==> src/rtl/dht_ram.sv <==
`timescale 1ns / 1ps
module dht_ram #(
    parameter int WIDTH = 8,
    parameter int DEPTH = 16
) (
    input  logic                                     i_clk,
    input  logic                                     i_we,
    input  logic [((DEPTH > 1) ? $clog2(DEPTH) : 1)-1:0] i_waddr,
    input  logic [WIDTH-1:0]                         i_wdata,
    input  logic [((DEPTH > 1) ? $clog2(DEPTH) : 1)-1:0] i_raddr,
    output logic [WIDTH-1:0]                         o_rdata
);
    logic [WIDTH-1:0] mem [DEPTH];

    // write port and registered read port
    always_ff @(posedge i_clk) begin
        if (i_we) begin
            mem[i_waddr] <= i_wdata;
        end
        o_rdata <= mem[i_raddr];
    end
endmodule

==> config.mk <==
export PLATFORM = sky130hd
export DESIGN_NAME = dht_ram
export DESIGN_NICKNAME = d
export VERILOG_FILES = /design/src/rtl/dht_ram.sv
export SDC_FILE = /design/constraint.sdc
export NUM_CORES = 1
export LEC_CHECK = 0
export BUFFER_PORTS_ARGS = -buffer_cell sky130_fd_sc_hd__buf_2
export CORE_ASPECT_RATIO = 2
export CORE_MARGIN = 8
export CORE_UTILIZATION = 50
export DETAILED_ROUTE_END_ITERATION = 16
export PLACE_DENSITY = 0.67
export SKIP_CTS_REPAIR_TIMING = 1
export SYNTH_ARGS = -nofsm -noshare
export SYNTH_HDL_FRONTEND = slang
export SYNTH_SLANG_ARGS = --single-unit
==> constraint.sdc <==
create_clock -name i_clk -period 4.3 [get_ports i_clk]
set_input_delay 0.43 -clock i_clk [delete_from_list [all_inputs] [get_ports i_clk]]
set_output_delay 0.43 -clock i_clk [all_outputs]
set_load 0.02 [all_outputs]
==> results by group, run 1 <==
CTS
  • CTS tree: yes
  • Number of sinks handled by clock tree synthesis: 136
  • Buffer depth of the longest clock path: 2
  • Later-pin clock latency in the skew report: between 0.4 and 0.5 ns
  • Worst-path clk slew: 0.06 ns
  • Root buffer cell: sky130_fd_sc_hd__clkbuf_16
  • Total clock buffers created by CTS: 17
  • H-tree Lvls: 4

Synth
  • Area of the mapped netlist: around 5100 um2
  • Number of warnings reported in the yosys synthesis log: 0
  • Top cells by count, synth: sky130_fd_sc_hd__edfxtp_1, sky130_fd_sc_hd__mux4_2, sky130_fd_sc_hd__a22oi_1
  • Mapped Cells: between 200 and 250
  • Most common flop cell mapped by yosys: sky130_fd_sc_hd__edfxtp_1
  • Post-synthesis sequential element count: 136
  • Area contributors post-synth: sky130_fd_sc_hd__edfxtp_1, sky130_fd_sc_hd__mux4_2, sky130_fd_sc_hd__mux4_1
  • Proportion of netlist area held by the largest area contributor: 74.67%
  • Most common cell in the netlist: sky130_fd_sc_hd__edfxtp_1
  • Cell taking the most area after synthesis: sky130_fd_sc_hd__edfxtp_1
  • Number of enable-type register cells in the synthesized netlist: 128
  • Sequential element share of the synthesized area: between 70 and 80%
  • Synthesized area per cell: 22.48 um2
  • Net Count, Synth: 247
  • Asr flop ratio synth: 0%
  • Distinct cell type count after synthesis: 19

Detailed routing
  • Residual DRC: 0
  • Total wire length: approximately 10 mm
  • Number of optimization iterations in the first detailed-route pass: 4
  • Vias per cell: between 5 and 6
  • Drt wl/cell: 24.25 um
  • Vias after detailed routing: 2369
  • Final ANT Viol Nets: 0
  • Initial DRC count: 161

Timing
  • Smallest setup slack after layout: between 2 and 2.5 ns
  • Total Negative Setup Slacks: 0 ns
  • Fin Clk Skew: between 0.005 and 0.006 ns
  • Maximum clock frequency: 515.6 MHz
  • Final hold violations: 0
  • RSZ-0062 raised after global routing: false
  • Number of pins with negative max-slew slack in the final report: 0
  • Relative slew slack: 25.34%
  • Part of the cycle the worst path needs: 45.11%
  • Post-layout minimum cycle time: 1.940 ns
  • Final Setup Violations: 0
  • Actual transition at the worst max-transition pin: 1.116 ns

Critical path
  • Max Fanout on Critical Path: 32
  • Category of cells accounting for the largest share of critical-path delay: buffers and inverters
  • Critical path startpoint category: input port
  • Worst endpoint data arrival time: about 2.2 ns
  • Kind of end point of the critical path: flop
  • Maximum cell stage delay along the critical path: a little under 0.8 ns
  • Critical path class: input port to flop
  • Critical Path, Cell by Cell: buf_2, mux4_1, a22oi_1, nand2_1
  • Highest-delay cell along the critical path: sky130_fd_sc_hd__buf_2
  • Data required time at the worst endpoint: 4.59 ns
  • Buf+Inv Stages, Crit Path: 1

Placement
  • Number of cells in the design after placement: 380
  • Number of port buffers: 25
  • Dpl hpwl: about 6.5 mm
  • Setup WS pre-CTS: 1.874 ns
  • Routability-driven placement congestion ratio: slightly above 0.7

Worst hold path
  • Worst Hold Class: input port to flop

Die
  • Die area: approximately 14000 um2
  • Die height: ~160 um
  • DIE WIDTH: around 90 um
  • Num rows: between 50 and 60
  • Floorplan core area: slightly above 10000 um2
  • Initial core utilization: 51.04%
  • Boundary pin count: 26

Layout
  • Synth-to-layout area growth: 15.75%
  • Nets@finish: 282
  • Antenna cell count: 0
  • Fraction of layout instances using a drive strength above 1: 28.16%
  • Non-filler instance count after layout: between 400 and 500

GRT
  • Global-route wire length before repair: around 15 mm
  • Global route overflow: 0
  • Initial antenna violation count: 0
  • Global router's overall resource usage: between 15 and 20%
  • Number of global-route vias before repair: 2579
  • Largest net degree at the start of global routing: 33

Power and ir drop
  • LEAKAGE: about 2 nW
  • Power density over the cells: a little over 500 nW/um2
  • Max VDD drop: roughly 0.43 mV

Outcome
  • Run status: finished clean

Job
  • Number of max-capacitance violations reported: 0
==> registers in the layout, indices dropped and copies added, names as in the netlist <==
register / flops
o_rdata: 8
mem: 128
==> final cells by class <==
| cell class | count | area (um2) |
|---|---|---|
| Fill cell | 740 | 4126 |
| Sequential cell | 136 | 4004 |
| Multi-Input combinational cell | 83 | 1072 |
| Clock buffer | 18 | 429.2 |
| Tap cell | 135 | 168.9 |
| Clock inverter | 14 | 151.4 |
| Timing Repair Buffer | 26 | 132.6 |
==> worst paths after layout <==
check,from,endpoint,slack (ns),cells after the start
max,i_raddr[0],o_rdata[5],2.36,4
min reg2reg,mem[15][1],o_rdata[1],0.67,3
max reg2reg,mem[1][0],o_rdata[0],2.96,3
min,i_wdata[0],mem[7][0],0.40,1
==> placed cells by master, fill, tap and decap left out, types with 2 or more instances in the layout <==
| cell type | n |
|---|---|
| sky130_fd_sc_hd__mux4_2 | 18 |
| sky130_fd_sc_hd__clkinvlp_4 | 4 |
| sky130_fd_sc_hd__nand2_1 | 9 |
| sky130_fd_sc_hd__mux4_1 | 14 |
| sky130_fd_sc_hd__nand2b_1 | 2 |
| sky130_fd_sc_hd__a22oi_1 | 16 |
| sky130_fd_sc_hd__clkbuf_16 | 17 |
| sky130_fd_sc_hd__nor2_1 | 13 |
| sky130_fd_sc_hd__bufinv_16 | 2 |
| sky130_fd_sc_hd__nand3b_1 | 2 |
| sky130_fd_sc_hd__dfxtp_1 | 8 |
| sky130_fd_sc_hd__edfxtp_1 | 128 |
| sky130_fd_sc_hd__clkinv_4 | 5 |
| sky130_fd_sc_hd__nor3_2 | 3 |
| sky130_fd_sc_hd__buf_2 | 25 |
==> where the power goes <==
part | internal, mW | switching, mW
Clock | 0.855 | 0.538
Combinational | 0.0531 | 0.0841
Sequential | 1.48 | 0.00820
Total | 2.39 | 0.631
==> logic make-up (layout without fill, tap and decap cells) <==
family,after synthesis,in the layout,synth area share (%)
mux,32,32,15.02
simple gates,35,35,3.184
buf+inv,10,58,1.677
flops,136,136,77.78
compound gates,16,16,2.334
==> through the flow <==
step	total power, mW	area [um2]	util [%]	hold slack (ns)
after floorplan	1.602	5147	-	0.5289
after global placement	1.655	5373	53.28	0.6482
after detailed placement	1.659	5378	53.33	0.6538
after CTS	3.047	5958	59.08	0.3890
after global routing	3.110	5958	59.08	0.3892
final	3.021	5958	59.08	0.3971
==> layer usage <==
layer | vias up | global-route usage, % | share of wire (%) | routed length [um]
li1 | 1049 | - | - | -
met1 | 1205 | 17.51 | 37 | 3680
met2 | 91 | 25.87 | 54 | 5388
met3 | 24 | 4.240 | 5.4 | 536
met4 | 0 | 9.234 | 3.8 | 383
met5 | - | 0 | 0 | 0
No activity file was read; power rests on OpenSTA's default activity.
==> inputs of run 2 (changes only) <==
clock period = 1.93 ns   (was 4.3 ns; I/O delays follow)
==> run 2 against run 1 <==
Clock skew shrank 0.0015 ns. Largest cell class unchanged. Critical path type is now flop to flop. Register-to-register slack got worse by 2.4 ns. Critical endpoint is now o_rdata[3]. Count of clock-buffer cells in the layout increased by 1. Sequential share of layout area down 2.4 points.
==> results by group, run 2 (synthesis results as in run 1) <==
Layout
  • Fraction of layout instances using a drive strength above 1: 32.32% (was 28.16%)
  • Core occupancy in the finished layout: 61.25% (was 59.08%)
  • Synth-to-layout area growth: 20.00% (was 15.75%)
  • Multi-input logic area: 1057 um2 (was 1072 um2)
  • Antenna cell count: 0 (unchanged)
  • Combined flip-flop and latch cell area: 4004 um2 (unchanged)
  • Most used cells in the layout excluding fill and tap cells: sky130_fd_sc_hd__edfxtp_1, sky130_fd_sc_hd__buf_2, sky130_fd_sc_hd__buf_4, sky130_fd_sc_hd__mux4_2, sky130_fd_sc_hd__clkbuf_16 (was sky130_fd_sc_hd__edfxtp_1, sky130_fd_sc_hd__buf_2, sky130_fd_sc_hd__mux4_2, sky130_fd_sc_hd__clkbuf_16, sky130_fd_sc_hd__a22oi_1)
  • Max reg flops: 128 (unchanged)
  • Top flop regs: mem x128, o_rdata x8 (unchanged)
  • Number of fill cells: 695 (was 740)
  • Non-filler instance count after layout: 432 (was 412)
  • Nets@finish: 303 (was 282)
  • Register ranked first by flip-flop count: mem (unchanged)
  • Design Area, Final: 6177 um2 (was 5958 um2)
  • Most common cell after layout, fill and taps aside: sky130_fd_sc_hd__edfxtp_1 (unchanged)

Power and ir drop
  • Power after layout: 6.992 mW (was 3.021 mW)
  • LEAKAGE: 2.123 nW (was 1.973 nW)
  • Power density over the cells: 1132 nW/um2 (was 507.0 nW/um2)
  • Max VDD drop: 0.8924 mV (was 0.4306 mV)

GRT
  • Global-route wire length before repair: 15.64 mm (was 15.35 mm)
  • Largest net degree at the start of global routing: 33 (unchanged)
  • Number of global-route vias before repair: 2730 (was 2579)
  • Global route overflow: 0 (unchanged)
  • Initial antenna violation count: 0 (unchanged)
  • Global router's overall resource usage: 15.93% (was 15.75%)

Critical path
  • Highest-delay cell along the critical path: sky130_fd_sc_hd__mux4_1 (was sky130_fd_sc_hd__buf_2)
  • Max Fanout on Critical Path: 1 (was 32)
  • Maximum cell stage delay along the critical path: 0.56 ns (was 0.77 ns)
  • Data required time at the worst endpoint: 2.22 ns (was 4.59 ns)
  • Critical path startpoint category: flop (was input port)
  • Critical path class: flop to flop (was input port to flop)
  • Kind of end point of the critical path: flop (unchanged)
  • Critical Path, Cell by Cell: mux4_1, a22oi_1, nand2_1 (was buf_2, mux4_1, a22oi_1, nand2_1)
  • Worst endpoint data arrival time: 1.68 ns (was 2.23 ns)

Detailed routing
  • Drt wl/cell: 23.31 um (was 24.25 um)
  • Residual DRC: 0 (unchanged)
  • Vias after detailed routing: 2460 (was 2369)
  • Initial DRC count: 177 (was 161)
  • Total wire length: 10.07 mm (was 9.989 mm)
  • Number of optimization iterations in the first detailed-route pass: 4 (unchanged)
  • Vias per cell: 5.694 (was 5.750)
  • Final ANT Viol Nets: 0 (unchanged)

Worst hold path
  • Worst Hold Class: input port to flop (unchanged)

Timing
  • Total Negative Setup Slacks: 0 ns (unchanged)
  • Final Setup Violations: 0 (unchanged)
  • Final hold violations: 0 (unchanged)
  • Smallest setup slack after layout: 0.5352 ns (was 2.360 ns)
  • Relative slew slack: 71.70% (was 25.34%)
  • Final-layout worst hold slack: 0.1742 ns (was 0.3971 ns)
  • Maximum clock frequency: 717.0 MHz
  • RSZ-0062 raised after global routing: false (unchanged)
  • Part of the cycle the worst path needs: 72.27%
  • Fin Clk Skew: 0.004454 ns (was 0.005970 ns)
  • Actual transition at the worst max-transition pin: 0.4230 ns (was 1.116 ns)
  • Post-layout minimum cycle time: about 1.4 ns
  • Number of pins with negative max-slew slack in the final report: 0 (unchanged)

Placement
  • Number of port buffers: 25 (unchanged)
  • Dpl hpwl: 6.633 mm (was 6.492 mm)
  • Number of cells in the design after placement: 401 (was 380)
  • Routability-driven placement congestion ratio: 0.7725 (was 0.7089)
  • Placed instance area: 5558 um2 (was 5378 um2)
  • Setup WS pre-CTS: 0.2199 ns (was 1.874 ns)

CTS
  • CTS tree: yes (unchanged)
  • Buffer depth of the longest clock path: 2 (unchanged)
  • Worst-path clk slew: 0.05 ns (was 0.06 ns)
  • Number of sinks handled by clock tree synthesis: 136 (unchanged)
  • Root buffer cell: sky130_fd_sc_hd__clkbuf_16 (unchanged)
  • Later-pin clock latency in the skew report: 0.41 ns (about the same)
  • Total clock buffers created by CTS: 17 (unchanged)
  • H-tree Lvls: 4 (unchanged)

Die
  • Die height: 159.5 um (unchanged)
  • DIE WIDTH: 87.75 um (unchanged)
  • Die area: 13990 um2 (unchanged)
  • Initial core utilization: 51.04% (unchanged)
  • Floorplan core area: 10080 um2 (unchanged)
  • Boundary pin count: 26 (unchanged)
  • Num rows: 52 (unchanged)

Job
  • Number of max-capacitance violations reported: 0 (unchanged)

Outcome
  • Run status: finished clean (unchanged)
[run 2: cell types whose count changed in the layout (fill, tap and decap cells not counted), moves of 2 or more]
cell,change
sky130_fd_sc_hd__bufinv_16,+2
sky130_fd_sc_hd__clkinv_4,-2
sky130_fd_sc_hd__buf_12,+3
sky130_fd_sc_hd__clkinv_2,+2
sky130_fd_sc_hd__buf_4,+18
sky130_fd_sc_hd__nor3_2,-3
sky130_fd_sc_hd__nor3_1,+3
sky130_fd_sc_hd__clkinvlp_4,-2
[run 2: layer usage]
| metal | GRT usage [%] | vias up | wire length (um) |
|---|---|---|---|
| met1 | 17.13 | 1267 | 3741 |
| met5 | 0 | - | 0 |
| met2 | 27.32 | 87 | 5653 |
| li1 | - | 1090 | - |
| met4 | 7.656 | 0 | 202 |
| met3 | 4.550 | 16 | 471 |
[run 2: layout make-up]
cell class              count  share of cell area, %
clock buffers              19                  7.170
clock inverters            12                  2.856
multi-input cells          83                  17.12
flip-flops and latches    136                  64.82
well taps                 135                  2.734
repair buffers             47                  5.307
[run 2: worst max-delay path, delay by kind of cell (launching register included)]
kind	cells	cell delay, ns
compound gates	1	0.24
flops	1	0.39
mux	1	0.56
simple gates	1	0.09
[run 2: worst paths after layout]
kind	start	to	slack, ns	cells after the start
max reg2reg	mem[0][3]	o_rdata[3]	0.54	3
min reg2reg	mem[8][5]	o_rdata[5]	0.67	3
min	i_wdata[1]	mem[4][1]	0.17	1
max	mem[0][3]	o_rdata[3]	0.54	3
[run 2: power by group]
| group | switching [mW] | total [mW] | internal (mW) |
|---|---|---|---|
| Sequential | 0.0181 | 3.32 | 3.30 |
| Clock | 1.16 | 3.34 | 2.19 |
| Combinational | 0.192 | 0.331 | 0.139 |
==> inputs of run 3 (changes only) <==
ABC_AREA = 1   (was default)
clock period = 1.3 ns   (was 1.93 ns; I/O delays follow)
==> run 3 against run 2 <==
Maximum frequency grew 30%. Sequential power up 48%. Clock skew hardly changed. Largest cell class unchanged.
==> results by group, run 3 <==
Detailed routing
  • Vias after detailed routing: 3973 (was 2460)
  • Initial DRC count: 314 (was 177)
  • Final ANT Viol Nets: 0 (unchanged)
  • Uppermost signal routing layer after detailed routing: met4 (unchanged)
  • Metal3 WL: 691 um (was 471 um)
  • Routed met2 length: 7.527 mm (was 5.653 mm)
  • Total wire length: 13.71 mm (was 10.07 mm)
  • Drt wl/cell: 18.30 um (was 23.31 um)
  • Residual DRC: 0 (unchanged)
  • Number of optimization iterations in the first detailed-route pass: 5 (was 4)
  • Vias per cell: 5.304 (was 5.694)
  • Wire length on met1: 4.874 mm (was 3.741 mm)

Layout
  • Design Area, Final: 6711 um2 (was 6177 um2)
  • Nets@finish: 612 (was 303)
  • Most used cells in the layout excluding fill and tap cells: sky130_fd_sc_hd__nand2_1, sky130_fd_sc_hd__edfxtp_1, sky130_fd_sc_hd__inv_1, sky130_fd_sc_hd__nand3_1, sky130_fd_sc_hd__buf_2 (was sky130_fd_sc_hd__edfxtp_1, sky130_fd_sc_hd__buf_2, sky130_fd_sc_hd__buf_4, sky130_fd_sc_hd__mux4_2, sky130_fd_sc_hd__clkbuf_16)
  • Max reg flops: 128 (unchanged)
  • Top flop regs: mem x128, o_rdata x8 (unchanged)
  • Core occupancy in the finished layout: 59.47% (was 61.25%)
  • Antenna cell count: 0 (unchanged)
  • Fraction of layout instances using a drive strength above 1: 12.85% (was 32.32%)
  • Register ranked first by flip-flop count: mem (unchanged)
  • Most common cell after layout, fill and taps aside: sky130_fd_sc_hd__nand2_1 (was sky130_fd_sc_hd__edfxtp_1)
  • Synth-to-layout area growth: 16.38% (was 20.00%)
  • Non-filler instance count after layout: 749 (was 432)

Timing
  • Fin Clk Skew: 0.004124 ns (was 0.004454 ns)
  • Actual transition at the worst max-transition pin: 0.5705 ns (was 0.4230 ns)
  • Relative slew slack: 61.92% (was 71.70%)
  • Final hold violations: 0 (unchanged)
  • Number of pins with negative max-slew slack in the final report: 0 (unchanged)
  • Final-layout worst hold slack: 0.07607 ns (was 0.1742 ns)
  • Smallest setup slack after layout: 0.2298 ns (was 0.5352 ns)
  • Post-layout minimum cycle time: 1.070 ns (was 1.395 ns)
  • Final Setup Violations: 0 (unchanged)
  • RSZ-0062 raised after global routing: false (unchanged)
  • Maximum clock frequency: 934.4 MHz (was 717.0 MHz)
  • Total Negative Setup Slacks: 0 ns (unchanged)
  • Part of the cycle the worst path needs: 82.32% (was 72.27%)

Die
  • Boundary pin count: 26 (unchanged)
  • DIE WIDTH: 91.94 um (was 87.75 um)
  • Initial core utilization: 51.10% (was 51.04%)
  • Die height: 167.9 um (was 159.5 um)
  • Num rows: 55 (was 52)
  • Die area: 15430 um2 (was 13990 um2)
  • Floorplan core area: 11290 um2 (was 10080 um2)

Critical path
  • Category of cells accounting for the largest share of critical-path delay: simple AND/OR/NAND/NOR gates (was multiplexers)
  • Critical Path, Cell by Cell: inv_1, nand2_1, nand3_1, nand3_1, nand3_1, nand2_1 (was mux4_1, a22oi_1, nand2_1)
  • Critical path class: flop to flop (unchanged)
  • Buf+Inv Stages, Crit Path: 1 (was 0)
  • Most frequent cell on the critical path: sky130_fd_sc_hd__nand3_1
  • Critical path startpoint category: flop (unchanged)
  • Worst endpoint data arrival time: 1.37 ns (was 1.68 ns)
  • Data required time at the worst endpoint: 1.60 ns (was 2.22 ns)
  • Kind of end point of the critical path: flop (unchanged)
  • Highest-delay cell along the critical path: sky130_fd_sc_hd__edfxtp_1 (was sky130_fd_sc_hd__mux4_1)
  • Max Fanout on Critical Path: 1 (unchanged)
  • Maximum cell stage delay along the critical path: 0.37 ns (was 0.56 ns)

Synth
  • Cell taking the most area after synthesis: sky130_fd_sc_hd__edfxtp_1 (unchanged)
  • Area contributors post-synth: sky130_fd_sc_hd__edfxtp_1, sky130_fd_sc_hd__nand2_1, sky130_fd_sc_hd__nand3_1 (was sky130_fd_sc_hd__edfxtp_1, sky130_fd_sc_hd__mux4_2, sky130_fd_sc_hd__mux4_1)
  • Area of the mapped netlist: 5767 um2 (was 5147 um2)
  • Post-Synth XOR/XNOR Area: 0% (unchanged)
  • Proportion of netlist area held by the largest area contributor: 66.65% (was 74.67%)
  • Number of warnings reported in the yosys synthesis log: 0 (unchanged)
  • Mapped Cells: 551 (was 229)
  • Post-synthesis sequential element count: 136 (unchanged)
  • Number of enable-type register cells in the synthesized netlist: 128 (unchanged)
  • Distinct cell type count after synthesis: 12 (was 19)
  • Sequential element share of the synthesized area: 69.43% (was 77.78%)
  • Compound-gate portion of the synthesized area: 0% (was 2.333%)
  • Top cells by count, synth: sky130_fd_sc_hd__nand2_1, sky130_fd_sc_hd__edfxtp_1, sky130_fd_sc_hd__inv_1 (was sky130_fd_sc_hd__edfxtp_1, sky130_fd_sc_hd__mux4_2, sky130_fd_sc_hd__a22oi_1)
  • Most common cell in the netlist: sky130_fd_sc_hd__nand2_1 (was sky130_fd_sc_hd__edfxtp_1)
  • Synthesized-area fraction occupied by and/or/nand/nor cells: 21.05% (was 3.184%)
  • Adder-cell share of the synthesized area: 0% (unchanged)
  • Mux contribution to synthesized area: 0% (was 15.02%)
  • Net Count, Synth: 569 (was 247)
  • Combinational family with the most area after synthesis: simple AND/OR/NAND/NOR gates (was multiplexers)
  • Synthesized area per cell: 10.47 um2 (was 22.48 um2)
  • Asr flop ratio synth: 0% (unchanged)
  • Most common flop cell mapped by yosys: sky130_fd_sc_hd__edfxtp_1 (unchanged)

Power and ir drop
  • Power density over the cells: 1569 nW/um2 (was 1132 nW/um2)
  • Max VDD drop: 1.063 mV (was 0.8924 mV)
  • LEAKAGE: 2.933 nW (was 2.123 nW)
  • Power after layout: 10.53 mW (was 6.992 mW)

GRT
  • Global route overflow: 0 (unchanged)
  • Number of global-route vias before repair: 4029 (was 2730)
  • Largest net degree at the start of global routing: 65 (was 33)
  • Initial antenna violation count: 0 (unchanged)
  • Global-route wire length before repair: 21.42 mm (was 15.64 mm)
  • Global router's overall resource usage: 18.70% (was 15.93%)

Placement
  • Placed instance area: 6101 um2 (was 5558 um2)
  • Number of cells in the design after placement: 717 (was 401)
  • Setup WS pre-CTS: 0.06303 ns (was 0.2199 ns)
  • Number of port buffers: 25 (unchanged)
  • Dpl hpwl: 8.567 mm (was 6.633 mm)
  • Routability-driven placement congestion ratio: 0.8590 (was 0.7725)

Outcome
  • Run status: finished clean (unchanged)

CTS
  • CTS tree: yes (unchanged)
  • Buffer depth of the longest clock path: 2 (unchanged)
  • Worst-path clk slew: 0.06 ns (was 0.05 ns)
  • Root buffer cell: sky130_fd_sc_hd__clkbuf_16 (unchanged)
  • Number of sinks handled by clock tree synthesis: 136 (unchanged)
  • H-tree Lvls: 4 (unchanged)
  • Total clock buffers created by CTS: 17 (unchanged)
  • Later-pin clock latency in the skew report: 0.41 ns (about the same)

Job
  • Number of max-capacitance violations reported: 0 (unchanged)

Worst hold path
  • Worst Hold Class: input port to flop (unchanged)
run 3: changes by cell type in the layout (fill, tap and decap cells not counted), sizes merged, moves of 2 or more:
cell and change:
nor3 -4, inv +102, mux4 -32, nand3 +96
nor2 +4, a22oi -16, nand2b -2, nand2 +164
run 3: power breakdown:
group          switching [mW]  leakage [nW]  internal, mW
registers              0.0302          1.22          4.90
logic                   0.465          1.42         0.183
clock network            1.76         0.288          3.18
total                    2.26          2.93          8.27
run 3: layer usage:
| metal | vias up | GRT usage (%) |
|---|---|---|
| li1 | 1861 | - |
| met3 | 42 | 3.519 |
| met2 | 160 | 33.17 |
| met1 | 1910 | 19.94 |
| met4 | 0 | 10.88 |
| met5 | - | 0 |
run 3: cell families after synthesis:
group | count (synthesis)
buffers and inverters | 126
and+or+nand+nor | 289
DFF | 136
run 3: worst paths after layout:
check / start / slack (ns) / to / cells after the start
worst min register to register: mem[8][3] / 0.68 / o_rdata[3] / 6
worst max register to register: mem[5][4] / 0.23 / o_rdata[4] / 6
worst min-delay path: i_raddr[3] / 0.08 / o_rdata[3] / 3
worst max-delay path: mem[5][4] / 0.23 / o_rdata[4] / 6
run 3: final cells by class:
| cell class | count | area (um2) |
|---|---|---|
| fillers | 939 | 4574 |
| flip-flops and latches | 136 | 4004 |
| multi-input cells | 289 | 1214 |
| clock buffers | 18 | 429.2 |
| inverters | 102 | 382.9 |
| repair buffers | 48 | 322.8 |
| clock inverters | 14 | 181.4 |
| well taps | 142 | 177.7 |
run 3: worst register-to-register path: cells and delay by family, from the launching register on:
kind,cells,cell delay (ns)
flops,1,0.37
simple gates,5,0.52
buf+inv,1,0.06
